$ cat config.mk
export PLATFORM = sky130hd
export DESIGN_NAME = kv_bank_image_validator_core_flat
export DESIGN_NICKNAME = d
export VERILOG_FILES = /design/src/rtl/kvbiv_pkg.sv /design/src/rtl/kvbiv_if.sv /design/src/rtl/kvbiv_front.sv /design/src/rtl/kvbiv_back.sv /design/src/rtl/kv_bank_image_validator_core.sv /design/src/flat_wrapper.sv
export SDC_FILE = /design/constraint.sdc
export NUM_CORES = 1
export LEC_CHECK = 0
export ABC_AREA = 0
export ABC_CLOCK_PERIOD_IN_PS = 5550
export BUFFER_PORTS_ARGS = -buffer_cell sky130_fd_sc_hd__buf_2
export CORE_ASPECT_RATIO = 1.2
export CORE_MARGIN = 4
export CORE_UTILIZATION = 35
export DETAILED_ROUTE_END_ITERATION = 8
export HOLD_SLACK_MARGIN = 0.05
export PLACE_DENSITY_LB_ADDON = 0.2
export SYNTH_ARGS = -nofsm -noshare
export SYNTH_HDL_FRONTEND = slang
export SYNTH_HIERARCHICAL = 1
export SYNTH_SLANG_ARGS = --single-unit
$ cat constraint.sdc
create_clock -name clk_i -period 5.55 [get_ports clk_i]
set_input_delay 0.2775 -clock clk_i [delete_from_list [all_inputs] [get_ports clk_i]]
set_output_delay 0.2775 -clock clk_i [all_outputs]
set_load 0.1 [all_outputs]
$ cat src/rtl/kvbiv_pkg.sv
// Package: shared types, constants and the CRC-16 step for the bank image validator.
`timescale 1ns / 1ps
package kvbiv_pkg;

  localparam logic [31:0] BANK_MAGIC  = 32'h564B_484A;
  localparam logic [15:0] REC_MAGIC   = 16'hA55A;
  localparam logic [7:0]  FOOT_LO     = 8'hA5;
  localparam logic [7:0]  FOOT_HI     = 8'h5A;
  localparam logic [7:0]  BANK_VER    = 8'd2;
  localparam logic [15:0] BANK_HDR_SZ = 16'd24;
  localparam logic [15:0] HDR_BYTES   = 16'd24;
  localparam logic [15:0] REC_HDR_LEN = 16'd16;
  localparam logic [15:0] REC_OVH     = 16'd18;
  localparam logic [7:0]  TYPE_FIXED  = 8'd1;
  localparam logic [7:0]  TYPE_VAR    = 8'd2;
  localparam logic [7:0]  TYPE_EMPTY  = 8'd3;
  localparam logic [15:0] FIXED_LEN   = 16'd4;
  localparam logic [15:0] POLY        = 16'h1021;

  // configuration register indexes
  localparam logic CFG_BANK_LEN = 1'b0;
  localparam logic CFG_CRC_INIT = 1'b1;

  typedef enum logic [3:0] {
    ERR_NONE    = 4'd0,
    ERR_HDR_FLD = 4'd1,
    ERR_HDR_CRC = 4'd2,
    ERR_BODY    = 4'd3,
    ERR_OVERRUN = 4'd4,
    ERR_REC_FLD = 4'd5,
    ERR_REC_CRC = 4'd6,
    ERR_PAY_CRC = 4'd7,
    ERR_FOOTER  = 4'd8,
    ERR_COUNT   = 4'd9,
    ERR_TRUNC   = 4'd10
  } err_e;

  // Queue entry: one byte tagged with its image position
  typedef struct packed {
    logic [7:0]  data;
    logic        last;
    logic        in_hdr;
    logic [15:0] pos;
  } q_entry_t;

  typedef struct packed {
    logic        valid_res;
    logic [3:0]  error_code;
    logic [31:0] generation;
    logic [15:0] used_end;
    logic [15:0] rec_total;
  } verdict_t;

  // CRC-16, poly 0x1021, MSB first, one byte
  function automatic logic [15:0] crc16_step(input logic [15:0] c, input logic [7:0] b);
    logic [15:0] x;
    x = c ^ {b, 8'h00};
    for (int k = 0; k < 8; k++) begin
      x = x[15] ? ((x << 1) ^ POLY) : (x << 1);
    end
    return x;
  endfunction

endpackage

$ cat src/rtl/kvbiv_if.sv
// Interfaces: byte input channel and verdict output channel.
`timescale 1ns / 1ps
interface kvbiv_in_if;
  logic       valid;
  logic       ready;
  logic [7:0] image_byte;
  logic       last;
  modport source (output valid, output image_byte, output last, input ready);
  modport sink (input valid, input image_byte, input last, output ready);
endinterface

interface kvbiv_out_if;
  logic        valid;
  logic        ready;
  logic        valid_res;
  logic [3:0]  error_code;
  logic [31:0] generation;
  logic [15:0] used_end;
  logic [15:0] rec_total;
  modport source (output valid, output valid_res, output error_code, output generation,
                  output used_end, output rec_total, input ready);
  modport sink (input valid, input valid_res, input error_code, input generation,
                input used_end, input rec_total, output ready);
endinterface

$ cat src/rtl/kvbiv_front.sv
// Front end: accepts bytes, tags position and region, queues them for the checker.
`timescale 1ns / 1ps
module kvbiv_front (
  input  logic                 clk_i,
  input  logic                 rst_ni,
  input  logic                 in_valid_i,
  output logic                 in_ready_o,
  input  logic [7:0]           in_byte_i,
  input  logic                 in_last_i,
  output logic                 q_valid_o,
  input  logic                 q_pop_i,
  output kvbiv_pkg::q_entry_t  q_head_o
);
  import kvbiv_pkg::*;

  localparam int unsigned DEPTH = 4;

  q_entry_t    mem_q [DEPTH];
  logic [1:0]  wptr_q, rptr_q;
  logic [2:0]  fill_q;
  logic [15:0] pos_q;
  logic        push;

  assign in_ready_o = (fill_q != 3'(DEPTH));
  assign push       = in_valid_i && in_ready_o;
  assign q_valid_o  = (fill_q != 3'd0);
  assign q_head_o   = mem_q[rptr_q];

  // position counter, saturating, cleared after the last byte; queue pointers and fill
  always_ff @(posedge clk_i or negedge rst_ni) begin
    if (!rst_ni) begin
      pos_q  <= '0;
      wptr_q <= '0;
      rptr_q <= '0;
      fill_q <= '0;
    end else begin
      if (push) begin
        if (in_last_i) begin
          pos_q <= '0;
        end else if (pos_q != 16'hFFFF) begin
          pos_q <= pos_q + 16'd1;
        end
        wptr_q <= wptr_q + 2'd1;
      end
      if (q_pop_i) rptr_q <= rptr_q + 2'd1;
      fill_q <= fill_q + {2'b00, push} - {2'b00, q_pop_i};
    end
  end

  // queue storage
  always_ff @(posedge clk_i) begin
    if (push) begin
      mem_q[wptr_q] <= '{data: in_byte_i, last: in_last_i,
                         in_hdr: (pos_q < HDR_BYTES), pos: pos_q};
    end
  end

endmodule

$ cat src/rtl/kvbiv_back.sv
// Back end: header decode, record walk, CRC runs and verdict register.
`timescale 1ns / 1ps
module kvbiv_back #(
  parameter int unsigned PUBLISH_BYTES  = 32,
  parameter int unsigned MAX_BANK_BYTES = 2048
) (
  input  logic                 clk_i,
  input  logic                 rst_ni,
  input  logic [11:0]          bank_len_i,
  input  logic [15:0]          crc_init_i,
  input  logic                 q_valid_i,
  output logic                 q_pop_o,
  input  kvbiv_pkg::q_entry_t  q_head_i,
  output logic                 res_valid_o,
  input  logic                 res_ready_i,
  output kvbiv_pkg::verdict_t  res_o
);
  import kvbiv_pkg::*;

  localparam logic [15:0] PUB = 16'(PUBLISH_BYTES);
  localparam logic [16:0] MAXB = 17'(MAX_BANK_BYTES);

  logic [7:0]  hdr_q [24];
  logic [7:0]  rh_q [16];
  logic [15:0] hcrc_q, hcrc_d, bcrc_q, bcrc_d, rcrc_q, rcrc_d, pcrc_q, pcrc_d;
  logic [15:0] rstart_q, rstart_d, ridx_q, ridx_d, cnt_q, cnt_d;
  err_e        ferr_q, ferr_d;
  logic        hok_q, hok_d;
  logic        rvalid_q;
  verdict_t    res_q, verdict;

  logic        take;
  logic [7:0]  b;
  logic [15:0] p, used, len, hin, rin, pn, hcrc_rx;
  logic [17:0] start18, end18, idx18, len18;
  logic        body, tok;
  err_e        code;
  logic [16:0] count;

  // only a last byte waits for the result register
  assign take    = q_valid_i && (!rvalid_q || res_ready_i || !q_head_i.last);
  assign q_pop_o = take;
  assign b       = q_head_i.data;
  assign p       = q_head_i.pos;
  assign used    = {hdr_q[13], hdr_q[12]};
  assign len     = {rh_q[7], rh_q[6]};
  assign start18 = {2'b00, rstart_q};
  assign len18   = {2'b00, len};
  assign idx18   = {2'b00, ridx_q};
  assign end18   = start18 + {2'b00, REC_OVH} + len18;
  assign hin     = (p == 16'd0) ? crc_init_i : hcrc_q;
  assign rin     = (ridx_q == 16'd0) ? crc_init_i : rcrc_q;
  assign pn      = crc16_step(pcrc_q, b);
  assign hcrc_rx = {b, hdr_q[22]};
  assign body    = !q_head_i.in_hdr && hok_q && (p >= PUB) && (p < used);
  assign tok     = (rh_q[4] == TYPE_FIXED && len == FIXED_LEN) || rh_q[4] == TYPE_VAR ||
                   (rh_q[4] == TYPE_EMPTY && len == 16'd0);

  // per-byte state update
  always_comb begin
    hcrc_d   = hcrc_q;
    bcrc_d   = bcrc_q;
    rcrc_d   = rcrc_q;
    pcrc_d   = pcrc_q;
    rstart_d = rstart_q;
    ridx_d   = ridx_q;
    cnt_d    = cnt_q;
    ferr_d   = ferr_q;
    hok_d    = hok_q;
    if (q_head_i.in_hdr) begin
      if (p < 16'd22) hcrc_d = crc16_step(hin, b);
      if (p == 16'd23) begin
        if ({hdr_q[3], hdr_q[2], hdr_q[1], hdr_q[0]} != BANK_MAGIC ||
            hdr_q[4] != BANK_VER || {hdr_q[7], hdr_q[6]} != BANK_HDR_SZ ||
            {5'd0, bank_len_i} > MAXB || {hdr_q[15], hdr_q[14]} != {4'd0, bank_len_i} ||
            used < PUB || used > {4'd0, bank_len_i}) begin
          ferr_d = ERR_HDR_FLD;
        end else if (hcrc_q != hcrc_rx) begin
          ferr_d = ERR_HDR_CRC;
        end else begin
          hok_d  = 1'b1;
          bcrc_d = crc_init_i;
        end
      end
    end else if (body) begin
      bcrc_d = crc16_step(bcrc_q, b);
      if (ferr_q == ERR_NONE) begin
        ridx_d = ridx_q + 16'd1;
        if (ridx_q == 16'd0 && (start18 + {2'b00, REC_OVH}) > {2'b00, used}) begin
          ferr_d = ERR_OVERRUN;
        end else if (ridx_q < REC_HDR_LEN) begin
          if (ridx_q < 16'd14) rcrc_d = crc16_step(rin, b);
          if (ridx_q == 16'd15) begin
            pcrc_d = crc_init_i;
            if ({rh_q[1], rh_q[0]} != REC_MAGIC || rh_q[5] != 8'd0 || !tok) begin
              ferr_d = ERR_REC_FLD;
            end else if (rcrc_q != {b, rh_q[14]}) begin
              ferr_d = ERR_REC_CRC;
            end else if (end18 > {2'b00, used}) begin
              ferr_d = ERR_OVERRUN;
            end else if (len == 16'd0 && crc_init_i != {rh_q[13], rh_q[12]}) begin
              ferr_d = ERR_PAY_CRC;
            end
          end
        end else if (idx18 < 18'd16 + len18) begin
          pcrc_d = pn;
          if (idx18 == 18'd15 + len18 && pn != {rh_q[13], rh_q[12]}) ferr_d = ERR_PAY_CRC;
        end else if (idx18 == 18'd16 + len18) begin
          if (b != FOOT_LO) ferr_d = ERR_FOOTER;
        end else begin
          if (b != FOOT_HI) begin
            ferr_d = ERR_FOOTER;
          end else begin
            cnt_d    = cnt_q + 16'd1;
            rstart_d = end18[15:0];
            ridx_d   = '0;
          end
        end
      end
    end
  end

  // verdict for a last byte
  assign count = {1'b0, p} + 17'd1;
  always_comb begin
    priority if (count < 17'd24) code = ERR_TRUNC;
    else if (ferr_d == ERR_HDR_FLD || ferr_d == ERR_HDR_CRC) code = ferr_d;
    else if (count < {1'b0, used}) code = ERR_TRUNC;
    else if (bcrc_d != {hdr_q[19], hdr_q[18]}) code = ERR_BODY;
    else if (ferr_d != ERR_NONE) code = ferr_d;
    else if (cnt_d != {hdr_q[17], hdr_q[16]}) code = ERR_COUNT;
    else code = ERR_NONE;
    verdict.valid_res  = (code == ERR_NONE);
    verdict.error_code = code;
    verdict.generation = verdict.valid_res ?
                         {hdr_q[11], hdr_q[10], hdr_q[9], hdr_q[8]} : 32'd0;
    verdict.used_end   = verdict.valid_res ? used : 16'd0;
    verdict.rec_total  = verdict.valid_res ? {hdr_q[17], hdr_q[16]} : 16'd0;
  end

  // control state and result register
  always_ff @(posedge clk_i or negedge rst_ni) begin
    if (!rst_ni) begin
      hok_q    <= 1'b0;
      ferr_q   <= ERR_NONE;
      ridx_q   <= '0;
      rstart_q <= PUB;
      cnt_q    <= '0;
      hcrc_q   <= 16'hFFFF;
      bcrc_q   <= 16'hFFFF;
      rcrc_q   <= 16'hFFFF;
      pcrc_q   <= 16'hFFFF;
      rvalid_q <= 1'b0;
    end else begin
      if (take && q_head_i.last) rvalid_q <= 1'b1;
      else if (res_ready_i) rvalid_q <= 1'b0;
      if (take) begin
        hcrc_q <= hcrc_d;
        bcrc_q <= bcrc_d;
        rcrc_q <= rcrc_d;
        pcrc_q <= pcrc_d;
        if (q_head_i.last) begin
          hok_q    <= 1'b0;
          ferr_q   <= ERR_NONE;
          ridx_q   <= '0;
          rstart_q <= PUB;
          cnt_q    <= '0;
        end else begin
          hok_q    <= hok_d;
          ferr_q   <= ferr_d;
          ridx_q   <= ridx_d;
          rstart_q <= rstart_d;
          cnt_q    <= cnt_d;
        end
      end
    end
  end

  // byte stores and result payload
  always_ff @(posedge clk_i) begin
    if (take) begin
      if (q_head_i.in_hdr) hdr_q[p[4:0]] <= b;
      if (body && ferr_q == ERR_NONE && ridx_q < REC_HDR_LEN) rh_q[ridx_q[3:0]] <= b;
      if (q_head_i.last) res_q <= verdict;
    end
  end

  assign res_valid_o = rvalid_q;
  assign res_o       = res_q;

endmodule

$ cat src/rtl/kv_bank_image_validator_core.sv
// Bank image validator: header and log record checks over a byte stream.
//
// Usage: bytes of a bank image enter on in_if, one item per byte in address
// order, with last set on the final byte. For each last byte one verdict item
// leaves on out_if: pass flag, error code, generation, used offset and count.
// Configuration (bank length at index 0, crc_init at index 1) is to be written
// through cfg_we_i / cfg_idx_i / cfg_data_i only while no image is in flight;
// the block does not enforce this. Throughput: one byte per cycle while the
// queue has room; each byte needs at most two CRC-16 steps and a few field
// compares in the checker stage. The verdict is registered: the last byte goes
// through the queue, then waits there for a free result register.
// When the receiver stalls, the verdict is held; bytes of the next image go on
// being checked until its last byte reaches the checker, then the four-entry
// queue fills and in_if.ready drops.
// Reset clears the stream state, empties the queue and restores the bank
// length to 2048 and crc_init to 0xFFFF. No clearing pass is needed.
`timescale 1ns / 1ps
module kv_bank_image_validator_core #(
  parameter int unsigned PUBLISH_BYTES  = 32,
  parameter int unsigned MAX_BANK_BYTES = 2048
) (
  input  logic               clk_i,
  input  logic               rst_ni,
  kvbiv_in_if.sink           in_if,
  kvbiv_out_if.source        out_if,
  input  logic               cfg_we_i,
  input  logic               cfg_idx_i,
  input  logic [15:0]        cfg_data_i
);
  import kvbiv_pkg::*;

  logic [11:0] bank_len_q;
  logic [15:0] crc_init_q;
  logic        q_valid, q_pop;
  q_entry_t    q_head;
  verdict_t    res;

  // configuration registers
  always_ff @(posedge clk_i or negedge rst_ni) begin
    if (!rst_ni) begin
      bank_len_q <= 12'd2048;
      crc_init_q <= 16'hFFFF;
    end else if (cfg_we_i) begin
      unique case (cfg_idx_i)
        CFG_BANK_LEN: bank_len_q <= cfg_data_i[11:0];
        CFG_CRC_INIT: crc_init_q <= cfg_data_i;
        default: ;
      endcase
    end
  end

  kvbiv_front u_front (
    .clk_i      (clk_i),
    .rst_ni     (rst_ni),
    .in_valid_i (in_if.valid),
    .in_ready_o (in_if.ready),
    .in_byte_i  (in_if.image_byte),
    .in_last_i  (in_if.last),
    .q_valid_o  (q_valid),
    .q_pop_i    (q_pop),
    .q_head_o   (q_head)
  );

  kvbiv_back #(
    .PUBLISH_BYTES  (PUBLISH_BYTES),
    .MAX_BANK_BYTES (MAX_BANK_BYTES)
  ) u_back (
    .clk_i       (clk_i),
    .rst_ni      (rst_ni),
    .bank_len_i  (bank_len_q),
    .crc_init_i  (crc_init_q),
    .q_valid_i   (q_valid),
    .q_pop_o     (q_pop),
    .q_head_i    (q_head),
    .res_valid_o (out_if.valid),
    .res_ready_i (out_if.ready),
    .res_o       (res)
  );

  assign out_if.valid_res  = res.valid_res;
  assign out_if.error_code = res.error_code;
  assign out_if.generation = res.generation;
  assign out_if.used_end   = res.used_end;
  assign out_if.rec_total  = res.rec_total;

endmodule
$ cat src/flat_wrapper.sv
// flat-port wrapper written by rule: the top's interface ports become plain ports
module kv_bank_image_validator_core_flat import kvbiv_pkg::*;
#(
  parameter int unsigned PUBLISH_BYTES  = 32,
  parameter int unsigned MAX_BANK_BYTES = 2048
)
  (clk_i, rst_ni, cfg_we_i, cfg_idx_i, cfg_data_i, in_if_valid, in_if_image_byte, in_if_last, in_if_ready, out_if_valid, out_if_valid_res, out_if_error_code, out_if_generation, out_if_used_end, out_if_rec_total, out_if_ready);
  kvbiv_in_if in_if_i ();
  kvbiv_out_if out_if_i ();
  input  logic clk_i;
  input  logic rst_ni;
  input  logic cfg_we_i;
  input  logic cfg_idx_i;
  input  logic [15:0] cfg_data_i;
  input wire logic [$bits(in_if_i.valid)-1:0] in_if_valid;
  input wire logic [$bits(in_if_i.image_byte)-1:0] in_if_image_byte;
  input wire logic [$bits(in_if_i.last)-1:0] in_if_last;
  output wire logic [$bits(in_if_i.ready)-1:0] in_if_ready;
  output wire logic [$bits(out_if_i.valid)-1:0] out_if_valid;
  output wire logic [$bits(out_if_i.valid_res)-1:0] out_if_valid_res;
  output wire logic [$bits(out_if_i.error_code)-1:0] out_if_error_code;
  output wire logic [$bits(out_if_i.generation)-1:0] out_if_generation;
  output wire logic [$bits(out_if_i.used_end)-1:0] out_if_used_end;
  output wire logic [$bits(out_if_i.rec_total)-1:0] out_if_rec_total;
  input wire logic [$bits(out_if_i.ready)-1:0] out_if_ready;
  assign in_if_i.valid = in_if_valid;
  assign in_if_i.image_byte = in_if_image_byte;
  assign in_if_i.last = in_if_last;
  assign in_if_ready = in_if_i.ready;
  assign out_if_valid = out_if_i.valid;
  assign out_if_valid_res = out_if_i.valid_res;
  assign out_if_error_code = out_if_i.error_code;
  assign out_if_generation = out_if_i.generation;
  assign out_if_used_end = out_if_i.used_end;
  assign out_if_rec_total = out_if_i.rec_total;
  assign out_if_i.ready = out_if_ready;
  kv_bank_image_validator_core #(.PUBLISH_BYTES(PUBLISH_BYTES), .MAX_BANK_BYTES(MAX_BANK_BYTES)) u_core (.clk_i(clk_i), .rst_ni(rst_ni), .in_if(in_if_i), .out_if(out_if_i), .cfg_we_i(cfg_we_i), .cfg_idx_i(cfg_idx_i), .cfg_data_i(cfg_data_i));
endmodule
==> results of run 1 <==
worst max path at each step:
| stage | startpoint | to | slack [ns] | cells past startpoint |
|---|---|---|---|---|
| finish | u_core/u_back/rstart_q[5]$_DFFE_PN1P_ | u_core/u_back/res_o[43]$_SDFFCE_PP0P_ | -0.08 | 26 |
| global placement | u_core/u_back/rstart_q[1]$_DFFE_PN0P_ | u_core/u_back/res_o[0]$_SDFFCE_PP0P_ | -0.49 | 27 |
| detailed placement | u_core/u_back/rstart_q[1]$_DFFE_PN0P_ | u_core/u_back/res_o[6]$_SDFFCE_PP0P_ | -0.56 | 26 |
| floorplan | u_core/u_back/rstart_q[1]$_DFFE_PN0P_ | u_core/u_back/res_o[1]$_SDFFCE_PP0P_ | -0.05 | 28 |
| CTS | u_core/u_back/rstart_q[5]$_DFFE_PN1P_ | u_core/u_back/res_o[25]$_SDFFCE_PP0P_ | -0.02 | 28 |
| global route | u_core/u_back/rstart_q[5]$_DFFE_PN1P_ | u_core/u_back/res_o[32]$_SDFFCE_PP0P_ | -0.33 | 28 |
timing repair:
| item | 4_1_cts | 5_1_grt |
|---|---|---|
| buffers inserted | 15 | 5 |
| hold buffers | 29 | 0 |
| pin swaps | 34 | 46 |
| cloned | 4 | 6 |
| endpoints found under the hold margin | 104 | 0 |
| resized for setup | 85 | 62 |
| endpoints found under the setup margin | 68 | 68 |
flip-flops by register name (all words and copies together), names as in the netlist, 69 cells and up:
name,cells
u_core/u_back/hdr_q,160
u_core/u_back/res_o,69
u_core/u_back/rh_q,72
u_core/u_front/mem_q,104
layout make-up:
| class | count | area (sq um) |
|---|---|---|
| Tap cell | 1149 | 1438 |
| Timing Repair Buffer | 387 | 3088 |
| Inverter | 90 | 337.8 |
| Clock inverter | 32 | 485.5 |
| Multi-Input combinational cell | 1818 | 14640 |
| Fill cell | 8103 | 49940 |
| Sequential cell | 574 | 16490 |
| Clock buffer | 84 | 1724 |
metrics by stage:
stage	hold slack, ns	utilization [%]	area [sq um]	setup TNS [ns]
2_1_floorplan	-0.01809	-	31260	-1.655
3_3_place_gp	0.4048	39.11	34480	-30.45
3_5_place_dp	0.4128	39.11	34480	-34.89
4_1_cts	0.07266	42.68	37620	-0.3464
5_1_grt	0.08390	43.34	38210	-19.90
6_report	0.1117	43.34	38210	-3.518
layer usage:
layer / global-route usage [%] / vias up
met5: 0 / -
met4: 6.460 / 0
met3: 2.392 / 157
met2: 36.91 / 597
met1: 26.71 / 11550
li1: - / 10460
cells by family after synthesis:
kind of cell             share of synthesized area (%)
XOR/XNOR                                         8.223
AO/OA/AOI/OAI                                    9.340
adder cells (fa/ha/maj)                          5.332
AND/OR/NAND/NOR                                  15.79
buffers and inverters                            3.062
flip-flops                                       52.77
multiplexers                                     5.484
worst reg2reg max path, stage by stage (launching register included):
cell and delay [ns]:
dfstp_2 0.54, nand2_2 0.06, buf_6 0.12, nor2b_4 0.14
nand4_1 0.15, xnor2_2 0.19, buf_4 0.15, ha_1 0.31
a21o_1 0.19, a31o_2 0.28, a21oi_4 0.16, xnor2_2 0.16
ha_1 0.28, and3_4 0.16, a221o_1 0.36, a211oi_2 0.31
a211oi_4 0.09, buf_4 0.16, a21oi_4 0.12, a31oi_1 0.10
a211o_1 0.38, nor3b_4 0.20, o21ai_2 0.19, o311a_4 0.27
buf_8 0.15, clkbuf_16 0.16, nor4b_2 0.05
power by group through the flow:
stage | Clock [mW] | Combinational (mW) | Sequential (mW)
after floorplan | 0 | 5.72 | 8.36
after detailed placement | 0 | 11.1 | 6.75
after global routing | 4.75 | 12.9 | 6.75
after CTS | 4.56 | 11.6 | 6.68
final | 4.45 | 12.2 | 6.67
after global placement | 0 | 11.0 | 6.74
cell usage in the layout (no fill, tap or decap), drive strengths merged, types with 90 or more instances in the layout:
cell type	n
buf	352
nor2	128
xor2	117
a21oi	91
nand2	194
xnor2	173
o21ai	127
inv	99
edfxtp	405
clkbuf	90
ha	130
==> impl_metrics.ini, run 1 <==
[run_status]
status = finished with violations
violations = setup timing

[setup_path]
max_stage_delay_ns = 0.54
crit_path_max_fanout = 5
crit_type = reg -> reg
r2r_start = u_core/u_back/rstart_q[5]$_DFFE_PN1P_
required_ns = 5.96
critPathCaptureType = flip-flop
cp_data_arrival_time_ns = 6.04
slowest_stage = dfstp_2
rr_worst_depth = 26
reg2reg_slack_ns = -0.08
worst-path-buf-inv = 5
r2r-end = u_core/u_back/res_o[43]$_SDFFCE_PP0P_
crit_family = compound AO/OA/AOI/OAI gates
cp-start-kind = flip-flop

[timing]
hold_viol_final = 0
min_period_ns = 5.631
finalCritPeriodShare_pct = 101.5
tightestPinTransition_ns = 1.175
finClkSkew_ns = 0.06734
drv_slew = 0
setup_slack_ns = -0.08110
setup_viol = 62
fmax_mhz = 177.6
rsz0062_at_grt = true
slew_headroom_pct = 21.69

[drt]
detail-route-antenna-nets = 0
top_layer = met4
post-route-drc-count = 0
drt-total-wl_mm = 100.2
routed-wl-met3_mm = 4.081
wl_per_cell_microns = 24.24
vias_per_cell = 5.507
routed-wl-met2_mm = 50.71
drt-met1-wl_mm = 42.28
drt-pass1-iter-count = 5
drt_iter0_markers = 1673
vias = 22770

[pwr]
intPower_mw = 12.86
power.leakage_nw = 14.46
power_frac_seq_pct = 28.7
clkPwrFrac_pct = 19.1
power_switching_mw = 10.43
combPwrFrac_pct = 52.2
switching_share_pct = 44.78
total_power_mw = 23.28
power.density_mw_per_mm2 = 609.4
irDropWorstVdd_v = 0.0005843

[synthesis]
yosys-top-cells-area = edfxtp_1 (39%), dfrtp_1 (7.0%), dfstp_2 (6.9%), ha_1 (5.2%), xnor2_1 (4.8%)
syn_area_per_cell_sq_um = 11.98
async_reset_ff_share_pct = 29.44
yosys-top-cells-count = edfxtp_1 (405), nand2_1 (193), xnor2_1 (172), ha_1 (130), nor2_1 (126)
ys_ff_latch = 574
yosys.cell_types.count = 110
ys_warn_count = 6
yosysSeqAreaShare_pct = 52.77
syn_nets = 2772
synth_top_area_share_pct = 38.91
yosysTopAreaCell = edfxtp_1
synth_most_common_cell = edfxtp_1
synth_ff_type = edfxtp_1
syn_inst = 2609
syn-cell-area_sq_mm = 0.03125
synth_edf_count = 405

[layout]
antenna-diode-count = 0
final_layout_size_suffix_gt1_share_pct = 26.37
finalNonFillerCells = 4134
final_nets = 3095
synthToLayoutAreaGrowth_pct = 22.24

[die]
num_rows = 119
fp.coreArea_sq_mm = 0.08814
initial_core_util_pct = 35.46
ios = 102
die_y_microns = 335.4
dieWidth_microns = 280.8
dieArea_sq_mm = 0.09417

[global_routing]
antenna_found_initial = 0
grt_pass1_vias = 23130
overflow = 0
grt_max_degree = 79
track_usage_pct = 20.83
grt_pass1_wl_mm = 149.5

[clock_tree]
htreeDepth = 2
clkLatencyLatePin_ns = 0.68
cts.sinks = 574
cts_tree = yes
cts_buffer_depth = 3
path_clk_slew_ns = 0.06
cts_buffers = 61
cts-root-buf = clkbuf_16

[placed_design]
place_congestion = 0.9279
dpl.hpwl_mm = 72.09
io_buffers = 101
dp_slack_ns = -0.5613
dp.cells = 3961

[worst_hold_path]
min_to = u_core/bank_len_q[4]$_DFFE_PN0P_
holdPathStages = 3
hp-class = in -> reg
hp-start = cfg_idx_i

[job]
cap_violations = 0
(Power assumes the default switching activity.)
==> inputs of run 2 (changes only) <==
--- a/config.mk
+++ b/config.mk
@@ -10,7 +10,7 @@
 export BUFFER_PORTS_ARGS = -buffer_cell sky130_fd_sc_hd__buf_2
 export CORE_ASPECT_RATIO = 1.2
 export CORE_MARGIN = 4
-export CORE_UTILIZATION = 35
+export CORE_UTILIZATION = 27
 export DETAILED_ROUTE_END_ITERATION = 8
 export HOLD_SLACK_MARGIN = 0.05
 export PLACE_DENSITY_LB_ADDON = 0.2
==> run 2 against run 1 <==
  * The flow still finishes with violations (setup timing)
  * Clock skew shrank 0.044 ns
  * Final area grew 0.85%
  * Fmax shrank 1.7%
  * Register-to-register slack lost 0.097 ns
  * Utilization shrank 9.7 points
  * Critical path type unchanged
  * Critical endpoint is now u_core/u_back/res_o[63]$_SDFFCE_PP0P_
  * Largest cell class unchanged
  * Largest power group unchanged
==> impl_metrics.ini, run 2 (synthesized netlist as in run 1, its figures left out) <==
[drt]
wl_per_cell_microns = 23.13
vias_per_cell = 5.033
detail-route-antenna-nets = 0
vias = 22760
drt-pass1-iter-count = 5
drt-total-wl_mm = 104.6
drt_iter0_markers = 1516
post-route-drc-count = 0

[global_routing]
track_usage_pct = 16.97
overflow = 0
grt_pass1_vias = 23720
grt_max_degree = 86
antenna_found_initial = 2
grt_pass1_wl_mm = 157.1

[timing]
rsz0062_at_grt = true
hold_slack_ns = 0.1545
setup_slack_ns = -0.1783
drv_slew = 0
finalCritPeriodShare_pct = 103.2
hold_viol_final = 0
slew_headroom_pct = 19.65
tns_ns = -9.670
tightestPinTransition_ns = 1.205
finClkSkew_ns = 0.02303
fmax_mhz = 174.6
min_period_ns = 5.728
setup_viol = 64

[layout]
final_cell_mix = edfxtp_1 (405), buf_4 (239), nand2_1 (192), xnor2_1 (170), ha_1 (129)
fin_area_sq_mm = 0.03853
finalNonFillerCells = 4523
largest_reg_flops = 160
final_layout_size_suffix_gt1_share_pct = 26.33
final_nets = 3113
synthToLayoutAreaGrowth_pct = 23.28
fin_util_pct = 33.60
layout_commonest_cell = edfxtp_1

[setup_path]
cp-start-kind = flip-flop
crit_type = reg -> reg
r2r-end = u_core/u_back/res_o[63]$_SDFFCE_PP0P_
rr_worst_depth = 29
path_common_cell = a21oi_2
cp_data_arrival_time_ns = 6.12
slowest_stage = dfstp_2
max_stage_delay_ns = 0.55
reg2reg_slack_ns = -0.18
r2r_start = u_core/u_back/rstart_q[5]$_DFFE_PN1P_
crit_path_max_fanout = 9
required_ns = 5.94
critPathCaptureType = flip-flop

[clock_tree]
cts-root-buf = clkbuf_16
cts_tree = yes
htreeDepth = 3
cts.sinks = 574
cts_buffer_depth = 3
path_clk_slew_ns = 0.06
cts_buffers = 67
clkLatencyLatePin_ns = 0.65

[die]
num_rows = 136
die_y_microns = 380.7
fp.coreArea_sq_mm = 0.1147
ios = 102
dieWidth_microns = 318.6
dieArea_sq_mm = 0.1213
initial_core_util_pct = 27.25

[placed_design]
dp.cells = 4345
io_buffers = 101
dp_slack_ns = -0.6352
place_congestion = 0.8977
place_area_sq_mm = 0.03513
dpl.hpwl_mm = 75.73

[worst_hold_path]
hp-start = cfg_idx_i
hp-class = in -> reg
holdPathStages = 3
min_to = u_core/bank_len_q[3]$_DFFE_PN0P_

[job]
cap_violations = 0

[run_status]
status = finished with violations
violations = setup timing

[pwr]
power.density_mw_per_mm2 = 601.1
irDropWorstVdd_v = 0.0004396
total_power_mw = 23.16
power.leakage_nw = 14.43
[run 2: what timing repair did]
action                                  CTS  global route
endpoints found under the setup margin   68            68
hold endpoints to repair                 77             0
hold buffers                             28             0
gates cloned                              4             1
pin swaps                                37             9
setup buffers                            20             3
gates resized for setup                  86            21
[run 2: how the worst max path moves through the flow]
| stage | to | slack (ns) | startpoint | cells after the start |
|---|---|---|---|---|
| floorplan | u_core/u_back/res_o[1]$_SDFFCE_PP0P_ | -0.05 | u_core/u_back/rstart_q[1]$_DFFE_PN0P_ | 28 |
| finish | u_core/u_back/res_o[63]$_SDFFCE_PP0P_ | -0.18 | u_core/u_back/rstart_q[5]$_DFFE_PN1P_ | 29 |
| CTS | u_core/u_back/res_o[13]$_SDFFCE_PP0P_ | -0.13 | u_core/u_back/rstart_q[5]$_DFFE_PN1P_ | 30 |
| global placement | u_core/u_back/res_o[38]$_SDFFCE_PP0P_ | -0.54 | u_core/u_back/rstart_q[1]$_DFFE_PN0P_ | 27 |
| detailed placement | u_core/u_back/res_o[57]$_SDFFCE_PP0P_ | -0.64 | u_core/u_back/rstart_q[1]$_DFFE_PN0P_ | 29 |
| global route | u_core/u_back/res_o[30]$_SDFFCE_PP0P_ | -0.51 | u_core/u_back/rstart_q[5]$_DFFE_PN1P_ | 29 |
[run 2: final cells by class]
cell class / count / area, sq um
Inverter: 90 / 340.3
Clock buffer: 83 / 1799
Antenna cell: 1 / 2.502
Multi-Input combinational cell: 1818 / 14370
Tap cell: 1518 / 1899
Fill cell: 11470 / 76160
Timing Repair Buffer: 399 / 3211
Clock inverter: 40 / 412.9
Sequential cell: 574 / 16490
[run 2: per-layer routing]
layer / up-vias / wire [microns] / track usage, %
met5: - / 13 / 0
met4: 2 / 3371 / 5.941
met3: 151 / 3701 / 2.099
met2: 564 / 52900 / 29.92
met1: 11530 / 44620 / 21.40
li1: 10520 / - / -
[run 2: critical path: cells and delay by family, from the launching register on]
family                   cells  cell delay, ns
AND/OR/NAND/NOR             12            1.71
AO/OA/AOI/OAI                9            1.45
buffers and inverters        4            0.75
adder cells (fa/ha/maj)      2            0.62
flip-flops                   1            0.55
XOR/XNOR                     2            0.35
[run 2: report_power, final]
| part | switching, mW | internal [mW] |
|---|---|---|
| Sequential | 0.642 | 6.03 |
| Clock | 1.88 | 2.61 |
| Combinational | 7.92 | 4.08 |
| Total | 10.4 | 12.7 |
